**src/hw/rtl/grq_pkg.sv**
```systemverilog
// package for the graph reachability query block
// shared widths, command and result codes, memory control struct; no dependencies
package grq_pkg;

  // field widths
  localparam int CMD_W  = 2;
  localparam int VTX_W  = 6;
  localparam int KIND_W = 2;
  localparam int VAL_W  = 7;
  localparam int CNT_W  = 7;

  // default graph size and register reset value
  localparam int DEF_MAX_VERTICES = 64;
  localparam logic [CNT_W-1:0] VERTEX_COUNT_RST = 7'd64;

  // input commands
  localparam logic [CMD_W-1:0] CMD_ADD   = 2'd0;
  localparam logic [CMD_W-1:0] CMD_QUERY = 2'd1;
  localparam logic [CMD_W-1:0] CMD_CLEAR = 2'd2;

  // result kinds
  localparam logic [KIND_W-1:0] KIND_COUNT  = 2'd0;
  localparam logic [KIND_W-1:0] KIND_VERTEX = 2'd1;
  localparam logic [KIND_W-1:0] KIND_ERROR  = 2'd2;

  // adjacency memory control
  typedef struct packed {
    logic wr_en;
    logic clr_all;
  } grq_mem_ctl_t;

endpackage

```
**src/hw/rtl/grq_adj_mem.sv**
```systemverilog
// adjacency bit matrix: one row per origin vertex, registered read
// depends on grq_pkg; per-row valid bits give the all-zero reset and clear
module grq_adj_mem
  import grq_pkg::*;
#(
  parameter int W     = 64,
  parameter int IDX_W = 6
) (
  input  logic             clk,
  input  logic             rst_n,
  input  grq_mem_ctl_t     ctl,
  input  logic [IDX_W-1:0] waddr,
  input  logic [W-1:0]     wdata,
  input  logic [IDX_W-1:0] raddr,
  output logic [W-1:0]     rdata
);

  logic [W-1:0] mem [W];
  logic [W-1:0] vld_r;
  logic [W-1:0] rd_data_r;
  logic         rd_vld_r;

  // row storage
  always_ff @(posedge clk) begin
    if (ctl.wr_en) begin
      mem[waddr] <= wdata;
    end
    rd_data_r <= mem[raddr];
  end

  // row valid bits, cleared by reset and by a clear command
  always_ff @(posedge clk) begin
    if (!rst_n || ctl.clr_all) begin
      vld_r    <= '0;
      rd_vld_r <= 1'b0;
    end else begin
      if (ctl.wr_en) begin
        vld_r[waddr] <= 1'b1;
      end
      rd_vld_r <= vld_r[raddr];
    end
  end

  // a row never written reads as empty
  assign rdata = rd_vld_r ? rd_data_r : '0;

endmodule

```
**config.mk**
```make
export PLATFORM = sky130hd
export DESIGN_NAME = grq_adj_mem
export DESIGN_NICKNAME = d
export VERILOG_FILES = /design/src/hw/rtl/grq_pkg.sv /design/src/hw/rtl/grq_adj_mem.sv
export SDC_FILE = /design/constraint.sdc
export NUM_CORES = 2
export LEC_CHECK = 0
export BUFFER_PORTS_ARGS = -buffer_cell sky130_fd_sc_hd__buf_4
export CORE_MARGIN = 3
export CORE_UTILIZATION = 44
export CTS_CLUSTER_SIZE = 8
export DETAILED_ROUTE_END_ITERATION = 10
export HOLD_SLACK_MARGIN = 0.05
export PLACE_DENSITY = 0.61
export RECOVER_POWER = 50
export SKIP_LAST_GASP = 1
export SLEW_MARGIN = 25
export SYNTH_ARGS = -nofsm -noshare
export SYNTH_HDL_FRONTEND = slang
export SYNTH_SLANG_ARGS = --single-unit
```
**constraint.sdc**
```tcl
create_clock -name clk -period 7.6 [get_ports clk]
set_input_delay 1.52 -clock clk [delete_from_list [all_inputs] [get_ports clk]]
set_output_delay 1.52 -clock clk [all_outputs]
set_load 0.005 [all_outputs]
```
==> results summary <==
The run finished, with violations left. The final reports fail on capacitance limit, slew limit. The most used flip-flop cell after synthesis is sky130_fd_sc_hd__edfxtp_1. The violation count after the first detailed-routing iteration came out at 9429. TritonCTS built the clock tree. The final weighted congestion in routability-driven placement came out at 0.7747. Summing every instance area after synthesis gives 159100 sq um. Fill cells in the final layout number 27670.

The floorplan step set the die height to 607.4 microns. STA classifies the critical path startpoint as an input port. Synthesis inferred 4225 register bits. The cell internal power dissipation came out at 0.04140 W.

The finished layout holds 12220 standard cells, fillers aside. Across all layers, the routed design uses 76240 vias. The sequential share of the synthesized area is 78.92%.

The clock slew seen by the registers of the worst setup and hold paths came out at 40 ps. The switching share of power is 20.83%. The first global-routing pass estimated 620500 microns of wire. Buffers placed on the I/O ports in this run total 143. The tool flagged a number of max-cap violations equal to 74. For this configuration, the core starts out at a cell density of 44.26%.

The root buffer cell is sky130_fd_sc_hd__clkbuf_16. The max-slew headroom at the worst pin came out at -137.1%. The largest area contributor in the netlist is sky130_fd_sc_hd__edfxtp_1.

The length of the first detailed-routing pass in iterations came out at 5. The total placed cells including tap cells came out at 11280. The share of total power dissipated in sequential elements is 49.7%. Combinational cells account for 4.0% of the total power. The final count of hold timing violations came to 0. The clock network is responsible for 46.3% of the overall power. The max-slew violation count came out at 4399.

The count of cells resized by post-cts repair is 0. Dividing the detail-routed via count by the number of cells gives 6.238. The number of placement rows is 220. The final setup TNS came out at 0 ps. The placement-stage worst setup slack came out at 2676 ps. The detailed placer's ending HPWL came out at 230000 microns.

Averaged over all synthesized cells, the footprint is 24.44 sq um. The sum of overflow across all layers after global routing is 0. The cell leakage power came out at 57.13 nW. The core footprint is 359500 sq um. The cell count after synthesis came out at 6510. The critical path start-end classification is input port to flip-flop. The most common cell in the synthesized netlist is sky130_fd_sc_hd__edfxtp_1. The peak supply drop came out at 0.2675 mV.

In this run the worst setup path begins at ctl[1]. The die footprint came out at 368900 sq um. The clock skew after layout came out at 49.83 ps.

The final period demand of the worst path is 4877 ps. Cells with a size suffix above 1 make up 29.95% of the layout. The maximum clock insertion buffer count is 4. The wire length after detailed routing came out at 441000 microns.

Setup repair after global routing left no endpoint under its margin. The worst register-to-register path begins at mem[7][51]. The count of distinct cell types in the synthesized netlist is 34.

The setup-violating endpoint count in the final report came out at 0. Entering global routing, the biggest net connects 132 pins. In the final layout, the multi-input gates occupy 32390 sq um. By area the synthesized netlist is led by sky130_fd_sc_hd__edfxtp_1 77%, sky130_fd_sc_hd__mux4_2 17%, sky130_fd_sc_hd__dfxtp_1 1.6%, sky130_fd_sc_hd__buf_2 0.45%, sky130_fd_sc_hd__mux2i_1 0.45%. The number of antenna violations at the first check in global routing came out at 17. The signal arrival time at the worst endpoint came out at 5510 ps. The startpoint identified for the worst hold timing path is vld_r[14].

The worst path required time came out at 8230 ps. The number of H-tree levels came out at 6. The number of nets in the finished design is 7190. The share of the core filled with cells in the final layout came out at 51.18%.

The fraction of synthesis flops using an asynchronous set or reset pin came out at 0%. The buffer count from post-CTS setup fixing is 0. Registers take 125600 sq um. Counting flops with a built-in enable in the synthesized netlist gives 4096.

The TritonCTS sink count is 4225. The synthesized net count is 6590. The commonest cells after synthesis are 4096 x sky130_fd_sc_hd__edfxtp_1, 1232 x sky130_fd_sc_hd__mux4_2, 169 x sky130_fd_sc_hd__clkbuf_1, 144 x sky130_fd_sc_hd__buf_2.

The worst-margin pin slew is 3557 ps. Timing would allow up to 205.1 MHz. The power dissipated by switching net loads came out at 0.01089 W. The type of the worst min-delay path is flip-flop to flip-flop. In this run the worst path has a maximum fanout of 28. Once detail routing completed, the nets flagged for antenna violations numbered 0. The worst path setup slack after routing came out at 2723 ps.

The clock latency at the later pin of the worst-skew pair is 1040 ps. The number of global-route vias before repair is 78020. The final routed wire length divided by cell count came out at 36.08 microns. The count of boundary I/O pins is 144. The number of hold-repair buffers added at the cts stage is 0. Relative to the synthesized area, the layout overhead comes to 15.63%. The Yosys warning count came out at 0.

The total routing resource utilization after global routing is 23.80%. The worst setup path is captured at a flip-flop. The CTS buffer count is 598. The die extent in x is 607.4 microns. The share of Yosys cell area claimed by the top area cell type came out at 77.30%. The portion of the clock cycle consumed by the worst path in the final layout is 64.17%. The ratio of total power to cell area came out at 284.2 nW/um^2. After detailed routing, the number of remaining DRC violations is 0.
[layer usage]
layer / track usage [%] / wire length, microns
met5: 0 / 57
met4: 7.589 / 13920
met3: 3.469 / 33280
met2: 39.84 / 222600
met1: 32.41 / 171200
[stage by stage]
stage	hold slack [ps]	total power, W	instance area [sq um]
after detailed placement	450.2	0.02852	167400
final	459.7	0.05229	184000
after floorplan	435.4	0.02751	159100
after CTS	460.7	0.05262	184300
after global placement	441.1	0.02848	167300
after global routing	479.4	0.05376	184000
[worst paths after layout]
check / endpoint / slack (ps) / cells after the start
hold reg to reg: vld_r[14] / 460 / 1
hold / removal: vld_r[14] / 460 / 1
setup reg to reg: rd_data_r[51] / 5310 / 4
setup / recovery: mem[53][37] / 2720 / 6
[logic make-up (layout without fill, tap and decap cells)]
family,after synthesis,count (layout),share of synthesized area [%]
buffers and inverters,357,1279,0.9931
other,0,17,0
flip-flops,4225,4225,78.92
AND/OR/NAND/NOR,343,343,1.029
multiplexers,1305,1305,17.90
AO/OA/AOI/OAI,280,280,1.157
[power by group through the flow]
| stage | registers [W] | clock network (W) | logic [W] |
|---|---|---|---|
| after global routing | 0.0260 | 0.0256 | 0.00222 |
| final | 0.0260 | 0.0242 | 0.00209 |
| after global placement | 0.0264 | 0 | 0.00209 |
| after floorplan | 0.0263 | 0 | 0.00124 |
| after detailed placement | 0.0264 | 0 | 0.00213 |
| after CTS | 0.0260 | 0.0245 | 0.00213 |
[placed cells by master (no fill, tap or decap), drive strengths merged]
master and n:
clkbuf 959, o21a 64, nor2b 7, nand2b 7, and2 64, a21o 1
mux2i 72, or3 1, o221ai 44, diode 17, a211oi 1, edfxtp 4096
nand3b 3, o32ai 1, o21ai 3, o211ai 18, clkinv 21, mux4 1232
nand2 26, a21oi 106, mux2 1, a31oi 18, a2111oi 2, nor2 129
nand4 3, o22ai 21, nor3 93, dfxtp 129, nand3 10, a311oi 1
inv 20, buf 278, bufinv 1
[layout make-up]
cell class,count,share of cell area [%]
antenna,17,0.02312
clock buffer,881,8.884
clock inverter,41,0.3285
inverter,1,0.006120
multi-input combinational,1928,17.61
sequential,4225,68.25
tap,4773,3.246
timing repair buffer,356,1.652
[sequential cells by signal, indices dropped and copies added, names as in the netlist]
name,count
mem,4096
rd_vld_r,1
vld_r,64
rd_data_r,64
[worst max-delay path, stage by stage]
cell	delay [ps]
sky130_fd_sc_hd__clkbuf_1	210
sky130_fd_sc_hd__nor2b_1	390
sky130_fd_sc_hd__nand3_1	390
sky130_fd_sc_hd__nor2_4	210
sky130_fd_sc_hd__clkbuf_1	1780
sky130_fd_sc_hd__buf_4	890
Note: power is estimated with default switching activity, not from simulation.
