## config.mk

```make
export PLATFORM = sky130hd
export DESIGN_NAME = grq_ffs
export DESIGN_NICKNAME = d
export VERILOG_FILES = /design/src/hw/rtl/grq_ffs.sv
export SDC_FILE = /design/constraint.sdc
export NUM_CORES = 1
export LEC_CHECK = 0
export BUFFER_PORTS_ARGS = -buffer_cell sky130_fd_sc_hd__buf_4
export CELL_PAD_IN_SITES_DETAIL_PLACEMENT = 1
export CELL_PAD_IN_SITES_GLOBAL_PLACEMENT = 1
export CORE_UTILIZATION = 26
export DETAILED_ROUTE_END_ITERATION = 10
export PLACE_DENSITY = 0.93
export SYNTH_ARGS = -nofsm -noshare
export SYNTH_HDL_FRONTEND = slang
export SYNTH_SLANG_ARGS = --single-unit
```

## constraint.sdc

```tcl
create_clock -name vclk -period 1.6
set_clock_uncertainty 0.1 [all_clocks]
set_input_delay 0 -clock vclk [all_inputs]
set_output_delay 0 -clock vclk [all_outputs]
set_load 0.05 [all_outputs]
```

## src/hw/rtl/grq_ffs.sv

```systemverilog
// lowest set bit finder shared by frontier expansion and result listing
// depends on nothing but its parameters
module grq_ffs #(
  parameter int W     = 64,
  parameter int IDX_W = 6
) (
  input  logic [W-1:0]     vec,
  output logic [IDX_W-1:0] idx,
  output logic             any
);

  // priority select, lowest index wins
  always_comb begin
    idx = '0;
    for (int i = W - 1; i >= 0; i--) begin
      if (vec[i]) begin
        idx = IDX_W'(i);
      end
    end
  end

  assign any = |vec;

endmodule

```

==> results.sh, run 1 <==
export IMPL_synthMuxAreaShare_pct=0
export IMPL_hold_buffers=0
export IMPL_worst_pin_slew_ps=545.5
export IMPL_ir_drop_v=0.00008733
export IMPL_gr_usage_all_layers_pct=23.37
export IMPL_dr_pass1_iters=4
export IMPL_synth_top_family_by_area="simple AND/OR/NAND/NOR gates"
export IMPL_num_rows=20
export IMPL_period_minus_slack_ps=1582
export IMPL_cp_common_cell="buf_6"
export IMPL_min_path_type="primary input to output pin"
export IMPL_wirelength_um=4317
export IMPL_arrival_ps=1480
export IMPL_wl_per_cell_um=15.76
export IMPL_diodes=0
export IMPL_synth_most_common_cell="nor2_1"
export IMPL_crit_path_top_delay_cell="or4_4"
export IMPL_antenna_found_initial=0
export IMPL_seqCellArea_um2=0
export IMPL_worst_endpoint_required_ps=1500
export IMPL_ys_seq_area_share_pct=0
export IMPL_avgSynthCellArea_um2=6.118
export IMPL_netlist_area_leader_share_pct=11.28
export IMPL_path_buf_inv=3
export IMPL_synth_compound_area_share_pct=36.39
export IMPL_yosysUniqueCellTypes=40
export IMPL_nClkBuffers=0
export IMPL_slew_headroom_pct=63.30
export IMPL_finalHoldViolCount=0
export IMPL_yosys_area_top_type="nor4_1"
export IMPL_drtAntennaViolNets=0
export IMPL_slew_violations=0
export IMPL_rsz0062_at_grt="yes"
export IMPL_drive_gt1_share_pct=45.65
export IMPL_path_max_fanout=3
export IMPL_synth_fp_nets=209
export IMPL_die_w_um=60.41
export IMPL_drc=0
export IMPL_finalSetupTns_ps=0
export IMPL_area_delta_synth_final_pct=92.67
export IMPL_crit_family="simple AND/OR/NAND/NOR gates"
export IMPL_dp_hpwl_um=3721
export IMPL_slowest_delay_ps=540
export IMPL_crit_chain="buf_6 -> or4_4 -> nor4b_4 -> nand3_2 -> nor2_4 -> buf_4 -> nor4_4 -> buf_6"
export IMPL_status="finished clean"
export IMPL_syn_inst=145
export IMPL_overflow=0
export IMPL_endpoint_kind="output pin"
export IMPL_fmax_ghz=0.6319
export IMPL_vias=1554
export IMPL_gp_congestion=0.8522
export IMPL_dieArea_mm2=0.003649
export IMPL_power_uw=348.5
export IMPL_grt_max_degree=6
export IMPL_netlist_top_cells_area="nor4_1 11%, nor2_1 8.0%, nor3_1 6.8%, a21oi_1 5.6%, nor4_4 4.8%"
export IMPL_synth_common_cells="19 x nor2_1, 16 x nor4_1, 12 x nor3_1, 10 x a21oi_1, 10 x inv_1"
export IMPL_fin_nets=296
export IMPL_finalSetupViolCount=0
export IMPL_design_seq_count=0
export IMPL_grt_pass1_vias=1600
export IMPL_core_area_mm2=0.003153
export IMPL_io_pins=71
export IMPL_die_h_um=60.41
export IMPL_cp_startpoint="vec[62]"
export IMPL_p_leak_uw=0.0006751
export IMPL_port_buffers=71
export IMPL_start_util_pct=28.13
export IMPL_yosys_area_share_simple_pct=59.38
export IMPL_cap_violations=0
export IMPL_grt_first_pass_wirelength_um=6706
export IMPL_worst_setup_path_start_kind="primary input"
export IMPL_syn_area_um2=887.1
export IMPL_crit_type="primary input to output pin"
export IMPL_initialDrtViolationCount=52
export IMPL_final_period_utilization_pct=98.90
export IMPL_p_per_area_mw_per_mm2=203.9
export IMPL_min_from="vec[1]"
export IMPL_yosysWarnings=0
export IMPL_synth_adder_area_share_pct=0
export IMPL_viasPerCell=5.672
export IMPL_synth_xor_area_share_pct=0
[per-layer routing]
layer,up-vias,part of all wire [%],global-route usage (%)
met5,-,0,0
met4,0,2.4,5.195
met3,12,5.8,1.493
met2,58,52,46.94
met1,732,39,26.53
li1,752,-,-
[final cells by class]
cell class / count / area [µm²]
fillers: 446 / 1444
inverters: 10 / 37.54
well taps: 44 / 55.05
repair buffers: 85 / 664.4
multi-input cells: 135 / 952.2
[cell usage in the layout (no fill, tap or decap), drive strengths merged, types with 2 or more instances in the layout]
| cell | netlist | routed |
|---|---|---|
| a211oi | 2 | 2 |
| a21boi | 3 | 3 |
| a21oi | 10 | 10 |
| a31oi | 2 | 2 |
| buf | 0 | 85 |
| inv | 10 | 10 |
| nand2 | 9 | 9 |
| nand2b | 4 | 4 |
| nand3 | 7 | 7 |
| nor2 | 20 | 20 |
| nor2b | 5 | 5 |
| nor3 | 12 | 12 |
| nor4 | 18 | 18 |
| o211ai | 4 | 4 |
| o21a | 3 | 3 |
| o21ai | 7 | 7 |
| o21bai | 3 | 3 |
| o311ai | 3 | 3 |
| o31ai | 3 | 3 |
| or3 | 3 | 3 |
| or4 | 5 | 5 |
[cells by family (layout without fill, tap and decap cells)]
family / count (synthesis) / count (layout)
AO/OA/AOI/OAI: 47 / 47
buffers and inverters: 10 / 95
AND/OR/NAND/NOR: 88 / 88
[where the power goes]
group | switching [µW] | internal (µW)
registers | 0 | 0
logic | 168 | 181
clock network | 0 | 0
[worst paths after layout]
check | end | slack (ps) | depth (start not counted)
max | idx[5] | 20 | 8
min | idx[5] | 350 | 5
[worst min-delay path, stage by stage]
cell	delay (ps)
buf_4	90
nor4_1	60
nand3_2	100
nor4_4	60
buf_6	140
[through the flow]
step	worst slack (ps)	instances	utilization (%)	area, µm²	hold slack (ps)
detailed placement	-83.77	273	51.23	1615	390.7
CTS	9.183	273	52.70	1662	358.2
global placement	-50.68	273	51.23	1615	378.2
floorplan	-51.15	145	-	929.6	115.8
global route	-78.41	274	54.21	1709	374.3
finish	17.55	274	54.21	1709	352.0
[timing repair]
action	CTS	global route
gates resized for setup	11	9
setup endpoints to repair	5	7
pin swaps	5	4
setup buffers	0	1
Note: power is estimated with default switching activity, not from simulation.
==> inputs of run 2 (changes only) <==
--- a/config.mk
+++ b/config.mk
@@ -10,6 +10,7 @@
 export CELL_PAD_IN_SITES_GLOBAL_PLACEMENT = 1
 export CORE_UTILIZATION = 26
 export DETAILED_ROUTE_END_ITERATION = 10
+export MAX_ROUTING_LAYER = met4
 export PLACE_DENSITY = 0.93
 export SYNTH_ARGS = -nofsm -noshare
 export SYNTH_HDL_FRONTEND = slang
==> run 2 against run 1 <==
Net effect:
- sequential share of layout area unchanged
- count of clock-buffer cells in the layout unchanged
- highest routed layer unchanged
- worst hold slack about the same
- largest power group unchanged
- die area unchanged
- combinational power about the same
- largest cell class unchanged
==> results.sh, run 2 (synthesis gave the netlist of run 1 again) <==
export IMPL_status="finished clean"
export IMPL_p_per_area_mw_per_mm2=203.9
export IMPL_pwr_share_clk_pct=0
export IMPL_final_period_utilization_pct=98.90
export IMPL_worst_endpoint_required_ps=1500
export IMPL_grt_pass1_vias=1600
export IMPL_seq_power_share_pct=0
export IMPL_cp_common_cell="buf_6"
export IMPL_fmax_ghz=0.6319
export IMPL_switching_power_uw=167.6
export IMPL_start_util_pct=28.13
export IMPL_worst_slack_ps=17.55
export IMPL_die_h_um=60.41
export IMPL_crit_family="simple AND/OR/NAND/NOR gates"
export IMPL_num_rows=20
export IMPL_fin_util_pct=54.21
export IMPL_cap_violations=0
export IMPL_grt_max_degree=6
export IMPL_dp_hpwl_um=3721
export IMPL_fin_nets=296
export IMPL_drive_gt1_share_pct=45.65
export IMPL_finalSetupTns_ps=0
export IMPL_hold_ws_ps=352.0
export IMPL_preCtsSetupSlack_ps=-83.77
export IMPL_pwr_share_comb_pct=100.0
export IMPL_slew_headroom_pct=63.30
export IMPL_critPathCapture="idx[5]"
export IMPL_antenna_found_initial=0
export IMPL_p_leak_uw=0.0006751
export IMPL_p_int_uw=180.9
export IMPL_wl_per_cell_um=15.76
export IMPL_crit_chain="buf_6 -> or4_4 -> nor4b_4 -> nand3_2 -> nor2_4 -> buf_4 -> nor4_4 -> buf_6"
export IMPL_switching_share_pct=48.10
export IMPL_cp_startpoint="vec[62]"
export IMPL_slowest_delay_ps=540
export IMPL_stdcell_area_mm2=0.001709
export IMPL_io_pins=71
export IMPL_wirelength_um=4317
export IMPL_slew_violations=0
export IMPL_min_path_type="primary input to output pin"
export IMPL_finalHoldViolCount=0
export IMPL_crit_type="primary input to output pin"
export IMPL_cp_depth=8
export IMPL_hold_buffers=0
export IMPL_initialDrtViolationCount=52
export IMPL_gr_usage_all_layers_pct=24.11
export IMPL_diodes=0
export IMPL_arrival_ps=1480
export IMPL_crit_path_top_delay_cell="or4_4"
export IMPL_endpoint_kind="output pin"
export IMPL_design_seq_count=0
export IMPL_worst_setup_path_start_kind="primary input"
export IMPL_drtAntennaViolNets=0
export IMPL_drc=0
export IMPL_rsz0062_at_grt="yes"
export IMPL_path_max_fanout=3
export IMPL_seqCellArea_um2=0
export IMPL_viasPerCell=5.672
export IMPL_area_delta_synth_final_pct=92.67
export IMPL_final_common_cell="buf_4"
export IMPL_dieArea_mm2=0.003649
export IMPL_path_buf_inv=3
export IMPL_die_w_um=60.41
export IMPL_nClkBuffers=0
export IMPL_grt_first_pass_wirelength_um=6706
export IMPL_overflow=0
export IMPL_mostFrequentLayoutCells="78 x buf_4, 19 x nor2_1, 14 x nor4_1, 11 x nor3_1, 10 x inv_1"
export IMPL_finalSetupViolCount=0
export IMPL_port_buffers=71
export IMPL_vias=1554
export IMPL_period_minus_slack_ps=1582
export IMPL_worst_pin_slew_ps=545.5
export IMPL_postPlaceCellArea_mm2=0.001615
export IMPL_ir_drop_v=0.00008733
export IMPL_core_area_mm2=0.003153
export IMPL_dr_pass1_iters=4
export IMPL_gp_congestion=0.8657
run 2: cell counts in the layout (fill, tap and decap cells not counted):
No cell type changed its count.
run 2: how the worst min path moves through the flow:
stage | from | endpoint | slack (ps) | cells past startpoint
3_5_place_dp | vec[11] | idx[2] | 390 | 5
4_1_cts | vec[1] | idx[5] | 360 | 5
3_3_place_gp | vec[11] | idx[2] | 380 | 5
2_1_floorplan | vec[0] | idx[3] | 120 | 3
6_report | vec[1] | idx[5] | 350 | 5
5_1_grt | vec[1] | idx[5] | 370 | 5
run 2: per-layer routing:
metal	track usage, %	share of wire [%]	vias up
li1	-	-	752
met1	26.53	39	732
met2	46.94	52	58
met3	1.493	5.8	12
met4	5.195	2.4	0
met5	-	0	-
run 2: tightest hold or removal path, stage by stage:
cell	delay [ps]
buf_4	90
nor4_1	60
nand3_2	100
nor4_4	60
buf_6	140
run 2: through the flow:
stage	power [µW]	instances
floorplan	100.4	145
global placement	320.3	273
detailed placement	332.9	273
CTS	339.8	273
global route	376.1	274
finish	348.5	274
run 2: cell type report:
cell class,instances,area [µm²]
fillers,446,1444
inverters,10,37.54
multi-input cells,135,952.2
well taps,44,55.05
repair buffers,85,664.4
run 2: power groups by stage:
stage / sequential (µW) / clock [µW] / combinational, µW
global route: 0 / 0 / 376
finish: 0 / 0 / 349
floorplan: 0 / 0 / 100
CTS: 0 / 0 / 340
detailed placement: 0 / 0 / 333
global placement: 0 / 0 / 320
run 2: what timing repair did:
item / CTS / global route
buffers inserted: 0 / 1
pin swaps: 5 / 4
hold endpoints to repair: 0 / 0
endpoints found under the setup margin: 5 / 7
resized for setup: 11 / 9
